`src/sv/sstf_disk_request_scheduler_macros.svh`:
```
// Shared assertion macros for the scheduler.
`ifndef SSTF_DISK_REQUEST_SCHEDULER_MACROS_SVH
`define SSTF_DISK_REQUEST_SCHEDULER_MACROS_SVH

// Consequent must hold in the same cycle.
`define SSTF_ASSERT_NOW(label, ante, cons, msg) \
   label: assert property (@(posedge clock) disable iff (reset) (ante) |-> (cons)) \
      else $error(msg);

// Consequent must hold in the following cycle.
`define SSTF_ASSERT_NEXT(label, ante, cons, msg) \
   label: assert property (@(posedge clock) disable iff (reset) (ante) |=> (cons)) \
      else $error(msg);

`endif

```
`src/sv/sstf_pkg.sv`:
```
package sstf_pkg;

   localparam int TABLE_DEPTH = 64;
   localparam int ADDR_W      = 6;
   localparam int COUNT_W     = 7;
   localparam int TRACK_W     = 8;
   localparam int SEEK_W      = 14;

   localparam logic [TRACK_W-1:0] START_HEAD_RESET = 8'd50;

   typedef struct packed {
      logic load;
      logic init;
      logic issue;
      logic emit;
   } cmd_type;

   typedef struct packed {
      logic scan_last;
      logic final_pick;
   } status_type;

endpackage

```
`src/sv/sstf_disk_request_scheduler.sv`:
```
// Shortest-seek-first disk request scheduler.
// Input: present a request on req_track / req_batch_end with start high; it is
// taken at a rising edge where start is high and busy is low. Requests load
// one per cycle into a table of MAX_REQUESTS entries, at most 64; extra
// requests are dropped and reported on rsp_overflow for the rest of the batch.
// A request with req_batch_end set closes the batch; busy rises on the next
// cycle and the block serves every loaded request, nearest to the head first,
// ties to the earliest loaded, starting from the head at csr_wr_data's last
// written value (50 after reset).
// Output: each served request appears for one cycle with rsp_strobe high,
// carrying the track, the running seek total and the overflow flag;
// rsp_final_res marks the last beat of the batch. The receiver cannot stall.
// Timing: each pick scans the table through one memory read port, one entry
// per cycle, then passes through the SETTLE and EMIT states before the next
// pick. busy falls with the final beat.
// Reset: synchronous, active high; clears the batch and sets the start head
// to 50. The table contents are not cleared.
module sstf_disk_request_scheduler #(
   parameter int MAX_REQUESTS = 64
) (
   input  logic                          clock,
   input  logic                          reset,
   input  logic                          start,
   output logic                          busy,
   input  logic [sstf_pkg::TRACK_W-1:0]  req_track,
   input  logic                          req_batch_end,
   output logic                          rsp_strobe,
   output logic [sstf_pkg::TRACK_W-1:0]  rsp_served_track,
   output logic [sstf_pkg::SEEK_W-1:0]   rsp_seek_total,
   output logic                          rsp_overflow,
   output logic                          rsp_final_res,
   input  logic                          csr_wr_en,
   input  logic [sstf_pkg::TRACK_W-1:0]  csr_wr_data
);
   import sstf_pkg::*;

   cmd_type    cmd;
   status_type status;

   sstf_ctrl u_ctrl (
      .clock         (clock),
      .reset         (reset),
      .start         (start),
      .req_batch_end (req_batch_end),
      .status        (status),
      .cmd           (cmd),
      .busy          (busy)
   );

   sstf_datapath #(
      .MAX_REQUESTS (MAX_REQUESTS)
   ) u_datapath (
      .clock            (clock),
      .reset            (reset),
      .cmd              (cmd),
      .status           (status),
      .csr_wr_en        (csr_wr_en),
      .csr_wr_data      (csr_wr_data),
      .req_track        (req_track),
      .rsp_strobe       (rsp_strobe),
      .rsp_served_track (rsp_served_track),
      .rsp_seek_total   (rsp_seek_total),
      .rsp_overflow     (rsp_overflow),
      .rsp_final_res    (rsp_final_res)
   );

endmodule

```
`src/sv/sstf_ctrl.sv`:
```
module sstf_ctrl (
   input  logic                 clock,
   input  logic                 reset,
   input  logic                 start,
   input  logic                 req_batch_end,
   input  sstf_pkg::status_type status,
   output sstf_pkg::cmd_type    cmd,
   output logic                 busy
);
   import sstf_pkg::*;
   `include "sstf_disk_request_scheduler_macros.svh"

   typedef enum logic [1:0] {
      IDLE,
      SCAN,
      SETTLE,
      EMIT
   } state_type;

   state_type state_ff, state_in;
   logic      busy_ff;

   always_comb begin
      state_in  = state_ff;
      cmd       = '0;
      unique case (state_ff)
         IDLE: begin
            cmd.load = start;
            if (start && req_batch_end) begin
               cmd.init = 1'b1;
               state_in = SCAN;
            end
         end
         SCAN: begin
            cmd.issue = 1'b1;
            if (status.scan_last) begin
               state_in = SETTLE;
            end
         end
         SETTLE: begin
            state_in = EMIT;
         end
         EMIT: begin
            cmd.emit = 1'b1;
            state_in = status.final_pick ? IDLE : SCAN;
         end
         default: begin
            state_in = IDLE;
         end
      endcase
   end

   always_ff @(posedge clock) begin
      if (reset) begin
         state_ff <= IDLE;
         busy_ff  <= 1'b0;
      end else begin
         state_ff <= state_in;
         busy_ff  <= (state_in != IDLE);
      end
   end

   assign busy = busy_ff;

   `SSTF_ASSERT_NEXT(a_batch_end_starts_scan, start && !busy_ff && req_batch_end,
      state_ff == SCAN && busy_ff, "batch end did not start a scan")
   `SSTF_ASSERT_NOW(a_idle_not_busy, state_ff == IDLE, !busy_ff,
      "busy while idle")
   `SSTF_ASSERT_NEXT(a_scan_end_settles, state_ff == SCAN && status.scan_last,
      state_ff == SETTLE, "scan end did not settle")

endmodule

```
`src/sv/sstf_datapath.sv`:
```
module sstf_datapath #(
   parameter int MAX_REQUESTS = 64
) (
   input  logic                          clock,
   input  logic                          reset,
   input  sstf_pkg::cmd_type             cmd,
   output sstf_pkg::status_type          status,
   input  logic                          csr_wr_en,
   input  logic [sstf_pkg::TRACK_W-1:0]  csr_wr_data,
   input  logic [sstf_pkg::TRACK_W-1:0]  req_track,
   output logic                          rsp_strobe,
   output logic [sstf_pkg::TRACK_W-1:0]  rsp_served_track,
   output logic [sstf_pkg::SEEK_W-1:0]   rsp_seek_total,
   output logic                          rsp_overflow,
   output logic                          rsp_final_res
);
   import sstf_pkg::*;
   `include "sstf_disk_request_scheduler_macros.svh"

   localparam int CAP = (MAX_REQUESTS > TABLE_DEPTH) ? TABLE_DEPTH :
                        (MAX_REQUESTS < 1) ? 1 : MAX_REQUESTS;
   localparam logic [COUNT_W-1:0] CAP_COUNT = COUNT_W'(CAP);

   logic [TRACK_W-1:0]     table_mem [TABLE_DEPTH];
   logic [TABLE_DEPTH-1:0] served_ff;
   logic [COUNT_W-1:0]     count_ff;
   logic                   dropped_ff;
   logic [TRACK_W-1:0]     start_head_ff;
   logic [TRACK_W-1:0]     head_ff;
   logic [SEEK_W-1:0]      seek_ff;
   logic [COUNT_W-1:0]     pick_ff;
   logic [COUNT_W-1:0]     scan_ff;
   logic                   rd_valid_ff;
   logic [ADDR_W-1:0]      rd_idx_ff;
   logic [TRACK_W-1:0]     rd_data_ff;
   logic                   found_ff;
   logic [ADDR_W-1:0]      best_idx_ff;
   logic [TRACK_W-1:0]     best_track_ff;
   logic [TRACK_W-1:0]     best_dist_ff;
   logic                   rsp_strobe_ff;
   logic [TRACK_W-1:0]     rsp_track_ff;
   logic [SEEK_W-1:0]      rsp_seek_ff;
   logic                   rsp_overflow_ff;
   logic                   rsp_final_ff;

   logic [TRACK_W-1:0]     seek_gap;
   logic                   better;
   logic [SEEK_W-1:0]      seek_in;
   logic                   final_pick;

   assign seek_gap   = (rd_data_ff >= head_ff) ? (rd_data_ff - head_ff)
                                               : (head_ff - rd_data_ff);
   assign better     = rd_valid_ff && !served_ff[rd_idx_ff]
                       && (!found_ff || seek_gap < best_dist_ff);
   assign seek_in    = seek_ff + SEEK_W'(best_dist_ff);
   assign final_pick = (pick_ff + COUNT_W'(1)) == count_ff;

   assign status.scan_last  = (scan_ff == count_ff - COUNT_W'(1));
   assign status.final_pick = final_pick;

   // table write and registered read
   always_ff @(posedge clock) begin
      if (cmd.load && count_ff < CAP_COUNT) begin
         table_mem[count_ff[ADDR_W-1:0]] <= req_track;
      end
      rd_data_ff <= table_mem[scan_ff[ADDR_W-1:0]];
      rd_idx_ff  <= scan_ff[ADDR_W-1:0];
   end

   always_ff @(posedge clock) begin
      if (reset) begin
         start_head_ff <= START_HEAD_RESET;
      end else if (csr_wr_en) begin
         start_head_ff <= csr_wr_data;
      end
   end

   always_ff @(posedge clock) begin
      if (reset) begin
         served_ff     <= '0;
         count_ff      <= '0;
         dropped_ff    <= 1'b0;
         head_ff       <= START_HEAD_RESET;
         seek_ff       <= '0;
         pick_ff       <= '0;
         scan_ff       <= '0;
         rd_valid_ff   <= 1'b0;
         found_ff      <= 1'b0;
         rsp_strobe_ff <= 1'b0;
      end else begin
         rd_valid_ff   <= cmd.issue;
         rsp_strobe_ff <= cmd.emit;
         if (cmd.load) begin
            if (count_ff < CAP_COUNT) begin
               count_ff <= count_ff + COUNT_W'(1);
            end else begin
               dropped_ff <= 1'b1;
            end
         end
         if (cmd.init) begin
            head_ff  <= start_head_ff;
            seek_ff  <= '0;
            pick_ff  <= '0;
            scan_ff  <= '0;
            found_ff <= 1'b0;
         end
         if (cmd.issue) begin
            scan_ff <= scan_ff + COUNT_W'(1);
         end
         if (better) begin
            found_ff <= 1'b1;
         end
         if (cmd.emit) begin
            seek_ff  <= seek_in;
            pick_ff  <= pick_ff + COUNT_W'(1);
            scan_ff  <= '0;
            found_ff <= 1'b0;
            if (final_pick) begin
               served_ff  <= '0;
               count_ff   <= '0;
               dropped_ff <= 1'b0;
               head_ff    <= start_head_ff;
            end else begin
               served_ff[best_idx_ff] <= 1'b1;
               head_ff                <= best_track_ff;
            end
         end
      end
   end

   always_ff @(posedge clock) begin
      if (better) begin
         best_idx_ff   <= rd_idx_ff;
         best_track_ff <= rd_data_ff;
         best_dist_ff  <= seek_gap;
      end
      if (cmd.emit) begin
         rsp_track_ff    <= best_track_ff;
         rsp_seek_ff     <= seek_in;
         rsp_overflow_ff <= dropped_ff;
         rsp_final_ff    <= final_pick;
      end
   end

   assign rsp_strobe       = rsp_strobe_ff;
   assign rsp_served_track = rsp_track_ff;
   assign rsp_seek_total   = rsp_seek_ff;
   assign rsp_overflow     = rsp_overflow_ff;
   assign rsp_final_res    = rsp_final_ff;

   `SSTF_ASSERT_NOW(a_emit_has_pick, cmd.emit, found_ff, "pick without candidate")
   `SSTF_ASSERT_NOW(a_scan_in_range, cmd.issue, scan_ff < count_ff,
      "scan index past request count")
   `SSTF_ASSERT_NEXT(a_final_clears, cmd.emit && final_pick,
      count_ff == '0 && served_ff == '0, "batch state not cleared")

endmodule

```
`config.mk`:
```
export PLATFORM = sky130hd
export DESIGN_NAME = sstf_disk_request_scheduler
export DESIGN_NICKNAME = d
export VERILOG_FILES = /design/src/sv/sstf_pkg.sv /design/src/sv/sstf_disk_request_scheduler.sv /design/src/sv/sstf_ctrl.sv /design/src/sv/sstf_datapath.sv
export VERILOG_INCLUDE_DIRS = /design/src /design/src/sv
export SDC_FILE = /design/constraint.sdc
export NUM_CORES = 1
export LEC_CHECK = 0
export BUFFER_PORTS_ARGS = -buffer_cell sky130_fd_sc_hd__clkbuf_2
export CAP_MARGIN = 40
export CORE_ASPECT_RATIO = 1.5
export CORE_UTILIZATION = 63
export DETAILED_ROUTE_END_ITERATION = 10
export PLACE_DENSITY = 0.8
export SLEW_MARGIN = 25
export SYNTH_ARGS = -nofsm -noshare
export SYNTH_HDL_FRONTEND = slang
export SYNTH_HIERARCHICAL = 1
export SYNTH_SLANG_ARGS = --single-unit
```
`constraint.sdc`:
```
create_clock -name clock -period 5.3 [get_ports clock]
set_input_delay 1.06 -clock clock [delete_from_list [all_inputs] [get_ports clock]]
set_output_delay 1.06 -clock clock [all_outputs]
set_load 0.05 [all_outputs]
```
# Word level (Yosys, flattened, before mapping)
# Memory sizes are Yosys's and may differ from the RTL's. A register that Yosys moved wholly into a read port is not among the register bits.
# Cells that the tools add are included.
dict set report totals {
  mem_bits_rw 512
  out_inout_bits 26
  word_cells 89
  n_memories 1
  reg_bits 174
  inputBits 21
  latch_bits 0
  romBits 0
}
dict set report op_classes {
  magnitude_cmp 6
  n_reduce_logical 14
  addsub 7
  muxes 34
  n_eq_ne 5
  mul 0
  n_bitwise 1
  shifts 0
  n_div 0
}
# memory words word_bits rd rd_ports_with_merged_regs wr line_no
set mem_list {}
lappend mem_list {u_datapath.table_mem 64 8 1 1 1 sstf_datapath.sv:24} ;# logic [TRACK_W-1:0] table_mem [TABLE_DEPTH];
# op count
set ops {}
lappend ops {{2-to-1 mux 64 bit} 1}
lappend ops {{OR 64 bit} 1}
lappend ops {{2-to-1 mux 7 bit} 7}
lappend ops {{2-to-1 mux 8 bit} 4}
lappend ops {{2-to-1 mux 14 bit} 2}
lappend ops {{adder 7 x 1 -> 7 bit, second input constant} 3}
lappend ops {{subtractor 8 bit} 2}
lappend ops {{adder 14 x 8 -> 14 bit} 1}
lappend ops {{== test 7 bit} 2}
lappend ops {{< comparator 6 x 7 -> 1 bit, second input constant} 2}
lappend ops {{2-to-1 mux 1 bit} 14}
lappend ops {{greater-or-equal comparator 8 bit} 1}
lappend ops {{< comparator 8 bit} 1}
lappend ops {{one-hot mux 2 bit (4 select lines)} 1}
lappend ops {{nonzero test 2 bit} 4}
lappend ops {{< comparator 7 bit, second input constant} 1}
lappend ops {{subtractor 7 x 1 -> 7 bit, second input constant} 1}
lappend ops {{binary-select mux 1 bit (select 6 bit)} 1}
lappend ops {{demux 1 bit (select 6 bit)} 1}
lappend ops {{greater-or-equal comparator 6 x 1 -> 1 bit, second input constant} 1}
lappend ops {{2-to-1 mux 2 bit} 3}
lappend ops {{logical AND 1 bit} 5}
lappend ops {{== test 2 bit, second input constant} 2}
lappend ops {{== test 2 x 1 -> 1 bit, second input constant} 1}
lappend ops {{4 further kinds} 5}

# Depth between registers and ports, before layout
# Gate-level depths: netlist of the first run.
dict set report logic_depth {
  ltp_word 6
  ltp_mapped 16
  mapped_depth_nobuf 16
}

# Cells and area by module
# The synthesis of the first run kept the hierarchy.
# mod area_each_um2 seq_area_each_um2 cells_per_inst n_inst
set by_module_without_submodules {}
lappend by_module_without_submodules {sstf_datapath 28145.7 19418.6 1683 1}
lappend by_module_without_submodules {sstf_ctrl 143.9 60.1 17 1}

# Worst setup path after synthesis of the first run
# No wires, ideal clock.
dict set report synth_timing {
  path_type {reg2reg}
  from {reg u_datapath.rd_data_ff[0] (read register of u_datapath.table_mem)}
  to {reg u_datapath.best_dist_ff[0], enable pin}
  synth_period_minus_slack_ns 4.751
  required_ns 4.883
  stages_incl_launch_ff 15
  path_slack_ns 0.549
  t_arrival_ns 4.334
  path_buffers 0
  setup_ns 0.417
  cell_sequence {dfxtp_1 -> inv_1 -> ha_1 -> inv_1 -> fa_1 -> a21o_1 -> a2111oi_2 -> o21ai_1 -> nand2_1 -> mux2_2 -> ha_1 -> a21o_1 -> a211oi_1 -> nor3_1 -> nor4b_2}
}
dict set report synth_via {
  elab_chain_len 5
  word_cells_on_any_way 7
  cone_classes {2 x add/sub; 2 x order compare; 1 x mux; 2 x reduce/logical}
}
# item line_no
set synth_lines {}
lappend synth_lines {{from (decl)} sstf_datapath.sv:35} ;# logic [TRACK_W-1:0] rd_data_ff;
lappend synth_lines {{subtractor 8 bit (tied with other cells)} sstf_datapath.sv:52} ;# : (head_ff - rd_data_ff);
lappend synth_lines {{2-to-1 mux 8 bit (*)} sstf_datapath.sv:51} ;# assign seek_gap = (rd_data_ff >= head_ff) ? (rd_data_ff - head_ff)
lappend synth_lines {{net u_datapath.seek_gap[1]} sstf_datapath.sv:46} ;# logic [TRACK_W-1:0] seek_gap;
lappend synth_lines {{< comparator 8 bit (*)} sstf_datapath.sv:54} ;# && (!found_ff || seek_gap < best_dist_ff);
lappend synth_lines {{logical OR 1 bit (*)} sstf_datapath.sv:54}
lappend synth_lines {{logical AND 1 bit (*)} sstf_datapath.sv:54}
lappend synth_lines {{net u_datapath.better} sstf_datapath.sv:47} ;# logic better;
lappend synth_lines {{to (signal assigned)} sstf_datapath.sv:135} ;# best_dist_ff <= seek_gap;
lappend synth_lines {{to (decl)} sstf_datapath.sv:39} ;# logic [TRACK_W-1:0] best_dist_ff;
# The timed path passes the listed nets; every way through them passes the cells marked *.
# A chain may end at the register's enable or synchronous reset.

# Final worst setup path of the first run
dict set report layout_timing {
  from {reg u_datapath.rd_data_ff[0] (read register of u_datapath.table_mem)}
  to {reg u_datapath.best_track_ff[3], enable pin}
}
dict set report layout_via {
  elab_chain_len 5
  word_cells_on_any_way 7
  cone_classes {2 x add/sub; 2 x order compare; 1 x mux; 2 x reduce/logical}
}
# item line_no
set layout_lines {}
lappend layout_lines {{subtractor 8 bit (tied with other cells)} sstf_datapath.sv:52}
lappend layout_lines {{2-to-1 mux 8 bit (*)} sstf_datapath.sv:51}
lappend layout_lines {{net u_datapath.seek_gap[1]} sstf_datapath.sv:46}
lappend layout_lines {{< comparator 8 bit (*)} sstf_datapath.sv:54}
lappend layout_lines {{logical OR 1 bit (*)} sstf_datapath.sv:54}
lappend layout_lines {{logical AND 1 bit (*)} sstf_datapath.sv:54}
lappend layout_lines {{net u_datapath.better} sstf_datapath.sv:47}
lappend layout_lines {{to (signal assigned)} sstf_datapath.sv:134} ;# best_track_ff <= rd_data_ff;
lappend layout_lines {{to (decl)} sstf_datapath.sv:38} ;# logic [TRACK_W-1:0] best_track_ff;
# Marks and branches as above.

==> qor.yml, run 1 <==
power:
  switching_share_pct: 21.2
  seq_power_share_pct: 53.7
  power.leakage_nw: 10.3
  p_per_area_nw_per_um2: 356
  combPwrFrac_pct: 5.9
  internal_power_w: 0.00875
  power_w: 0.0111
  power_switching_w: 0.00235
  vdd_ir_drop_max_mv: 0.387
  clockPowerShare_pct: 40.3
floorplanning:
  die_x_um: 175
  rows: 94
  ios: 47
  die-area_sq_um: 45800
  start_util_pct: 64.1
  core_sq_um: 44100
  die_h_um: 262
finish:
  fillers: 2648
  num-nets-final: 1817
  final_area_sq_um: 31200
  syn2layout_area_growth_pct: 10.4
  multi_input_area_sq_um: 8210
  antenna_cells: 0
  ff_latch_area_sq_um: 19500
  final_common_cell: "edfxtp_1"
  drive_gt1_share_pct: 19.9
  final_cell_mix: "edfxtp_1, nor2_1, mux4_2, dfxtp_1, a21oi_1"
clock_tree:
  post_cts_buffers: 0
  clk_pin_slew_ps: 70
  clk_latency_ps: 630
  clock-sinks: 694
  cts_resized: 0
  htreeDepth: 2
  root_buffer: "clkbuf_16"
  cts_made_buffers: 60
  ctsHoldBuffers: 0
  cts_tree: "built"
  cts_buffer_depth: 3
grt:
  grtUsageTotal_pct: 28.4
  grt_pass1_vias: 15800
  grt_max_degree: 69
  antenna_found_initial: 0
  grt_pass1_wl_um: 96100
  grt-ovfl-total: 0
logic_synthesis:
  yosysUniqueCellTypes: 65
  postSynth.asyncResetShare_pct: 0
  yosysSeqAreaShare_pct: 68.9
  ys_seq_elements: 694
  yosys_most_used_dff: "edfxtp_1"
  synth_edf_count: 558
  synth.largest_area_cell: "edfxtp_1"
  netlist_top_cells_area: "edfxtp_1, mux4_2, dfxtp_1"
  synth_top_area_share_pct: 59.2
  netlist_area_sq_um: 28300
  syn_nets: 1758
  syn_inst: 1700
  yosysWarnings: 6
  syn_area_per_cell_sq_um: 16.6
critical_path:
  worst_path_max_delay_cell: "nor4b_4"
  required_ps: 5600
  r2r-end: "u_datapath/best_track_ff[3]"
  critPathArrivalTime_ps: 4880
  cp-start-kind: "flip-flop"
  worstPathCellList: "inv_1, ha_1, inv_1, fa_1, a21o_1, a2111oi_2, o21ai_1, nand2_1, mux2_2, ha_1, a21o_1, a211oi_1, nor3_1, nor4b_4, buf_4"
  slowest_delay_ps: 540
  r2r_start: "u_datapath/rd_data_ff[0]"
  ff2ff_path_depth: 15
  crit_fanout: 17
  r2r_slack_ps: 710
  end_kind: "flip-flop"
  crit_type: "flip-flop to flip-flop"
route:
  viasPerCell: 6.54
  routed-via-count: 15600
  firstDrtPassIters: 6
  drt_iter0_markers: 1906
  drt-total-wl_um: 63100
  drc_errors: 0
  wl_per_cell_um: 26.5
  drtAntennaViolNets: 0
sta:
  min_period_ps: 4590
  drv_slew: 0
  tns_ps: 0
  finalCritPeriodShare_pct: 86.6
  setup_viol: 0
  fmax_mhz: 218
  maxSlewHeadroom_pct: 40.4
  hold_viol_final: 0
  fin_worst_skew_ps: 24.9
  grt_setup_unrepaired: "false"
  worst_slew_pin_slew_ps: 890
run_status:
  status: "finished, final reports clean"
worst_hold_path:
  min_to: "u_datapath/rd_idx_ff[2]"
  hp-start: "u_datapath/scan_ff[2]"
  hp-class: "flip-flop to flip-flop"
  holdPathStages: 0
placed_design:
  port_buffers: 46
  gp_congestion: 0.948
  dp_hpwl_um: 39200
  dpl_cell_area_sq_um: 29100
flow_run:
  drv_cap: 0
==> Yosys cell counts (17+ instances only) <==
master / count
nand2_1: 55
mux2i_1: 34
nand3_1: 22
edfxtp_1: 558
ha_1: 34
dfxtp_1: 136
mux4_2: 160
nor2_1: 190
a21oi_1: 107
xor2_1: 17
o21ai_0: 21
clkbuf_1: 51
inv_1: 37
xnor2_1: 22
==> power by group through the flow <==
stage | registers (W) | logic (W) | clock network (W)
2_1_floorplan | 0.00606 | 0.000446 | 0
3_3_place_gp | 0.00608 | 0.000620 | 0
3_5_place_dp | 0.00608 | 0.000646 | 0
4_1_cts | 0.00596 | 0.000654 | 0.00455
5_1_grt | 0.00596 | 0.000704 | 0.00475
6_report | 0.00596 | 0.000659 | 0.00448
==> worst max-delay path: cells and delay by family, from the launching register on <==
family	cells	cell delay [ps]
mux	1	370
compound gates	5	1360
fa+ha+maj	3	840
simple gates	3	860
flops	1	330
buf+inv	3	490
==> layer usage <==
layer	vias up	part of all wire [%]	global-route usage, %
met3	200	5.8	3.80
met5	-	0	0
met1	7919	35	33.4
met2	709	54	51.5
li1	6749	-	-
met4	0	5.3	13.7
==> through the flow <==
step                hold WS, ps  setup WS [ps]  cells  util, %
global placement            421            874   2251     65.8
finish                      427            712   2381     70.8
CTS                         454            724   2363     70.5
floorplan                   329            549   1700        -
detailed placement          436            776   2255     65.9
global route                431            494   2381     70.8
==> flip-flops by register name (all words and copies together), names as in the netlist, 8 cells and up <==
| register | cells |
|---|---|
| u_datapath/best_track_ff | 8 |
| u_datapath/best_dist_ff | 8 |
| u_datapath/served_ff | 64 |
| u_datapath/rd_data_ff | 8 |
| u_datapath/start_head_ff | 8 |
| u_datapath/rsp_served_track | 8 |
| u_datapath/head_ff | 8 |
| u_datapath/table_mem | 512 |
| u_datapath/rsp_seek_total | 14 |
| u_datapath/seek_ff | 14 |
==> cells by family after synthesis <==
kind of cell | after synthesis | synth area share [%]
and+or+nand+nor | 376 | 6.21
buffers and inverters | 134 | 2.17
AOI/OAI and AO/OA | 210 | 4.60
adders and majority gates | 37 | 1.72
xor gates and xnor gates | 41 | 1.37
DFF | 694 | 68.9
muxes | 208 | 15.1
==> worst max path at each step <==
stage                                   from                          end  slack (ps)  cells past startpoint
floorplan           u_datapath/rd_data_ff[0]   u_datapath/best_dist_ff[0]         550                     14
global placement    u_datapath/rd_data_ff[0]  u_datapath/best_track_ff[2]         870                     15
detailed placement     u_datapath/head_ff[1]  u_datapath/best_track_ff[3]         780                     13
CTS                 u_datapath/rd_data_ff[0]  u_datapath/best_track_ff[1]         720                     15
global route           u_datapath/head_ff[1]  u_datapath/best_track_ff[3]         490                     13
finish              u_datapath/rd_data_ff[0]  u_datapath/best_track_ff[3]         710                     15
==> area by class of cell <==
cell class	count	share of cell area [%]
well taps	576	2.31
multi-input cells	872	26.3
inverters	40	0.481
clock inverters	18	0.870
flip-flops and latches	694	62.4
clock buffers	90	5.59
repair buffers	91	2.04
Power figures use the tool's default switching activity.
==> inputs of run 2 (changes only) <==
--- a/config.mk
+++ b/config.mk
@@ -6,12 +6,12 @@
 export SDC_FILE = /design/constraint.sdc
 export NUM_CORES = 1
 export LEC_CHECK = 0
-export BUFFER_PORTS_ARGS = -buffer_cell sky130_fd_sc_hd__clkbuf_2
 export CAP_MARGIN = 40
 export CORE_ASPECT_RATIO = 1.5
 export CORE_UTILIZATION = 63
 export DETAILED_ROUTE_END_ITERATION = 10
-export PLACE_DENSITY = 0.8
+export DONT_BUFFER_PORTS = 1
+export PLACE_DENSITY = 0.91
 export SLEW_MARGIN = 25
 export SYNTH_ARGS = -nofsm -noshare
 export SYNTH_HDL_FRONTEND = slang
==> run 2 against run 1 <==
  * Utilization down 0.85 points
  * Sequential share of layout area grew 0.75 points
  * Power shrank 1.3%
  * Final cell count decreased by 2.4%
  * Clock power down 2%
  * Critical path type unchanged
  * Critical endpoint is now u_datapath/best_idx_ff[0]
  * Largest power group unchanged
==> qor.yml, run 2 (synthesis gave the netlist of run 1 again) <==
run_status:
  status: "finished, final reports clean"  # unchanged
floorplanning:
  core_sq_um: 44100  # unchanged
  die_x_um: 175  # unchanged
  ios: 47  # unchanged
  die_h_um: 262  # unchanged
  rows: 94  # unchanged
  die-area_sq_um: 45800  # unchanged
  start_util_pct: 64.1  # unchanged
finish:
  final_cell_mix: "edfxtp_1, nor2_1, mux4_2, dfxtp_1, a21oi_1"  # unchanged
  syn2layout_area_growth_pct: 9.06  # was 10.4%
  largest_register_ffs: 512  # unchanged
  fillers: 2522  # was 2,648
  antenna_cells: 0  # unchanged
  num-nets-final: 1754  # was 1,817
  final_common_cell: "edfxtp_1"  # unchanged
  drive_gt1_share_pct: 17.2  # was 19.9%
grt:
  grt_pass1_wl_um: 97700  # was 96,100 um
  grt_max_degree: 71  # was 69
  grt.busiest_layer: "met2"  # unchanged
  grt-ovfl-total: 0  # unchanged
  grtUsageTotal_pct: 29.2  # was 28.4%
  grt.met1_usage_pct: 34.0  # was 33.4%
  antenna_found_initial: 0  # unchanged
  grt.met3_usage_pct: 5.30  # was 3.80%
  met2_usage_pct: 50.0  # was 51.5%
  grt_pass1_vias: 16100  # was 15,800
flow_run:
  drv_cap: 0  # unchanged
sta:
  worst_slew_pin_slew_ps: 944  # was 890 ps
  hold_viol_final: 0  # unchanged
  holdWs_ps: 454  # was 427 ps
  grt_setup_unrepaired: "false"  # unchanged
  tns_ps: 0  # unchanged
  finalCritPeriodShare_pct: 82.8  # was 86.6%
  maxSlewHeadroom_pct: 37.0  # was 40.4%
  fin_worst_skew_ps: 41.4  # was 24.9 ps
  setup_viol: 0  # unchanged
  drv_slew: 0  # unchanged
  fmax_mhz: 228  # was 218 MHz
  min_period_ps: 4390  # was 4590 ps
power:
  internal_power_w: 0.00866  # was 0.00875 W
  power.leakage_nw: 9.96  # was 10.3 nW
  power_switching_w: 0.00231  # was 0.00235 W
  clockPowerShare_pct: 40.3  # about the same
  p_per_area_nw_per_um2: 355  # was 356 nW/um^2
  vdd_ir_drop_max_mv: 0.285  # was 0.387 mV
  switching_share_pct: 21.0  # was 21.2%
  seq_power_share_pct: 54.5  # was 53.7%
  combPwrFrac_pct: 5.2  # was 5.9%
  power_w: 0.0110  # was 0.0111 W
route:
  drt_iter0_markers: 2145  # was 1,906
  viasPerCell: 6.83  # was 6.54
  drt-total-wl_um: 66100  # was 63,100 um
  drc_errors: 0  # unchanged
  drtAntennaViolNets: 0  # unchanged
  routed-via-count: 15900  # was 15,600
  wl_per_cell_um: 28.5  # was 26.5 um
  firstDrtPassIters: 6  # unchanged
clock_tree:
  root_buffer: "clkbuf_16"  # unchanged
  cts_tree: "built"  # unchanged
  post_cts_buffers: 0  # unchanged
  cts_buffer_depth: 3  # unchanged
  cts_made_buffers: 59  # was 60
  ctsHoldBuffers: 0  # unchanged
  cts_resized: 0  # unchanged
  clock-sinks: 694  # unchanged
  clk_latency_ps: 630  # about the same
  htreeDepth: 2  # unchanged
  clk_pin_slew_ps: 60  # was 70 ps
placed_design:
  gp_congestion: 0.920  # was 0.948
  port_buffers: 0  # was 46
  dp_hpwl_um: 39400  # was 39,200 um
worst_hold_path:
  hp-class: "flip-flop to flip-flop"  # unchanged
critical_path:
  end_kind: "flip-flop"  # unchanged
  critPathArrivalTime_ps: 4660  # was 4880 ps
  crit_fanout: 23  # was 17
  required_ps: 5570  # was 5600 ps
  crit_type: "flip-flop to flip-flop"  # unchanged
  cp-start-kind: "flip-flop"  # unchanged
[run 2: cell types whose count changed in the layout (fill, tap and decap cells not counted), moves of 4 or more]
| cell | delta |
|---|---|
| clkinv_1 | +4 |
| clkinv_2 | +5 |
| clkbuf_4 | -6 |
| buf_4 | -13 |
| clkbuf_8 | -5 |
| clkbuf_2 | -45 |
[run 2: worst paths after layout]
| kind | startpoint | end | slack, ps | cells past startpoint |
|---|---|---|---|---|
| max reg2reg | u_datapath/rd_data_ff[0] | u_datapath/best_idx_ff[0] | 910 | 16 |
| min reg2reg | u_datapath/best_track_ff[7] | u_datapath/rsp_served_track[7] | 450 | 0 |
| max | u_datapath/rd_data_ff[0] | u_datapath/best_idx_ff[0] | 910 | 16 |
| min | u_datapath/best_track_ff[7] | u_datapath/rsp_served_track[7] | 450 | 0 |
[run 2: metrics by stage]
step	area [sq um]	utilization [%]	worst slack (ps)	std cells
2_1_floorplan	28300	-	549	1700
6_report	30900	70.0	914	2323
3_3_place_gp	28700	65.1	1130	2196
4_1_cts	30700	69.7	959	2309
5_1_grt	30900	70.0	728	2323
3_5_place_dp	28700	65.2	1120	2197
[run 2: layout make-up]
class                           instances  area (sq um)  area share [%]
Tap cell                              576           721            2.34
Clock buffer                           85          1700            5.51
Timing Repair Buffer                   29           289           0.937
Sequential cell                       694         19500            63.2
Clock inverter                         27           282           0.912
Multi-Input combinational cell        872          8220            26.7
Inverter                               40           150           0.487
[run 2: power by group through the flow]
| stage | Sequential [W] | Clock, W | Combinational [W] |
|---|---|---|---|
| floorplan | 0.00606 | 0 | 0.000446 |
| global placement | 0.00609 | 0 | 0.000530 |
| detailed placement | 0.00609 | 0 | 0.000547 |
| CTS | 0.00597 | 0.00445 | 0.000561 |
| global route | 0.00598 | 0.00464 | 0.000611 |
| finish | 0.00598 | 0.00441 | 0.000573 |
[run 2: worst max-delay path, stage by stage (launching register included)]
cell and delay, ps:
dfxtp_1 350, inv_1 80, ha_1 180, inv_1 70, fa_1 400, a21o_1 210
a2111oi_2 540, o21a_1 260, nor3_1 80, o32ai_1 330, xor2_1 250, ha_1 290
a21oi_1 130, o21ai_0 90, a32oi_1 190, nor4b_4 220, buf_4 360
[run 2: layer usage]
layer,vias to the layer above,share of wire [%]
met5,-,0
met3,271,8.2
met1,7941,34
li1,6626,-
met4,0,6.9
met2,1032,51
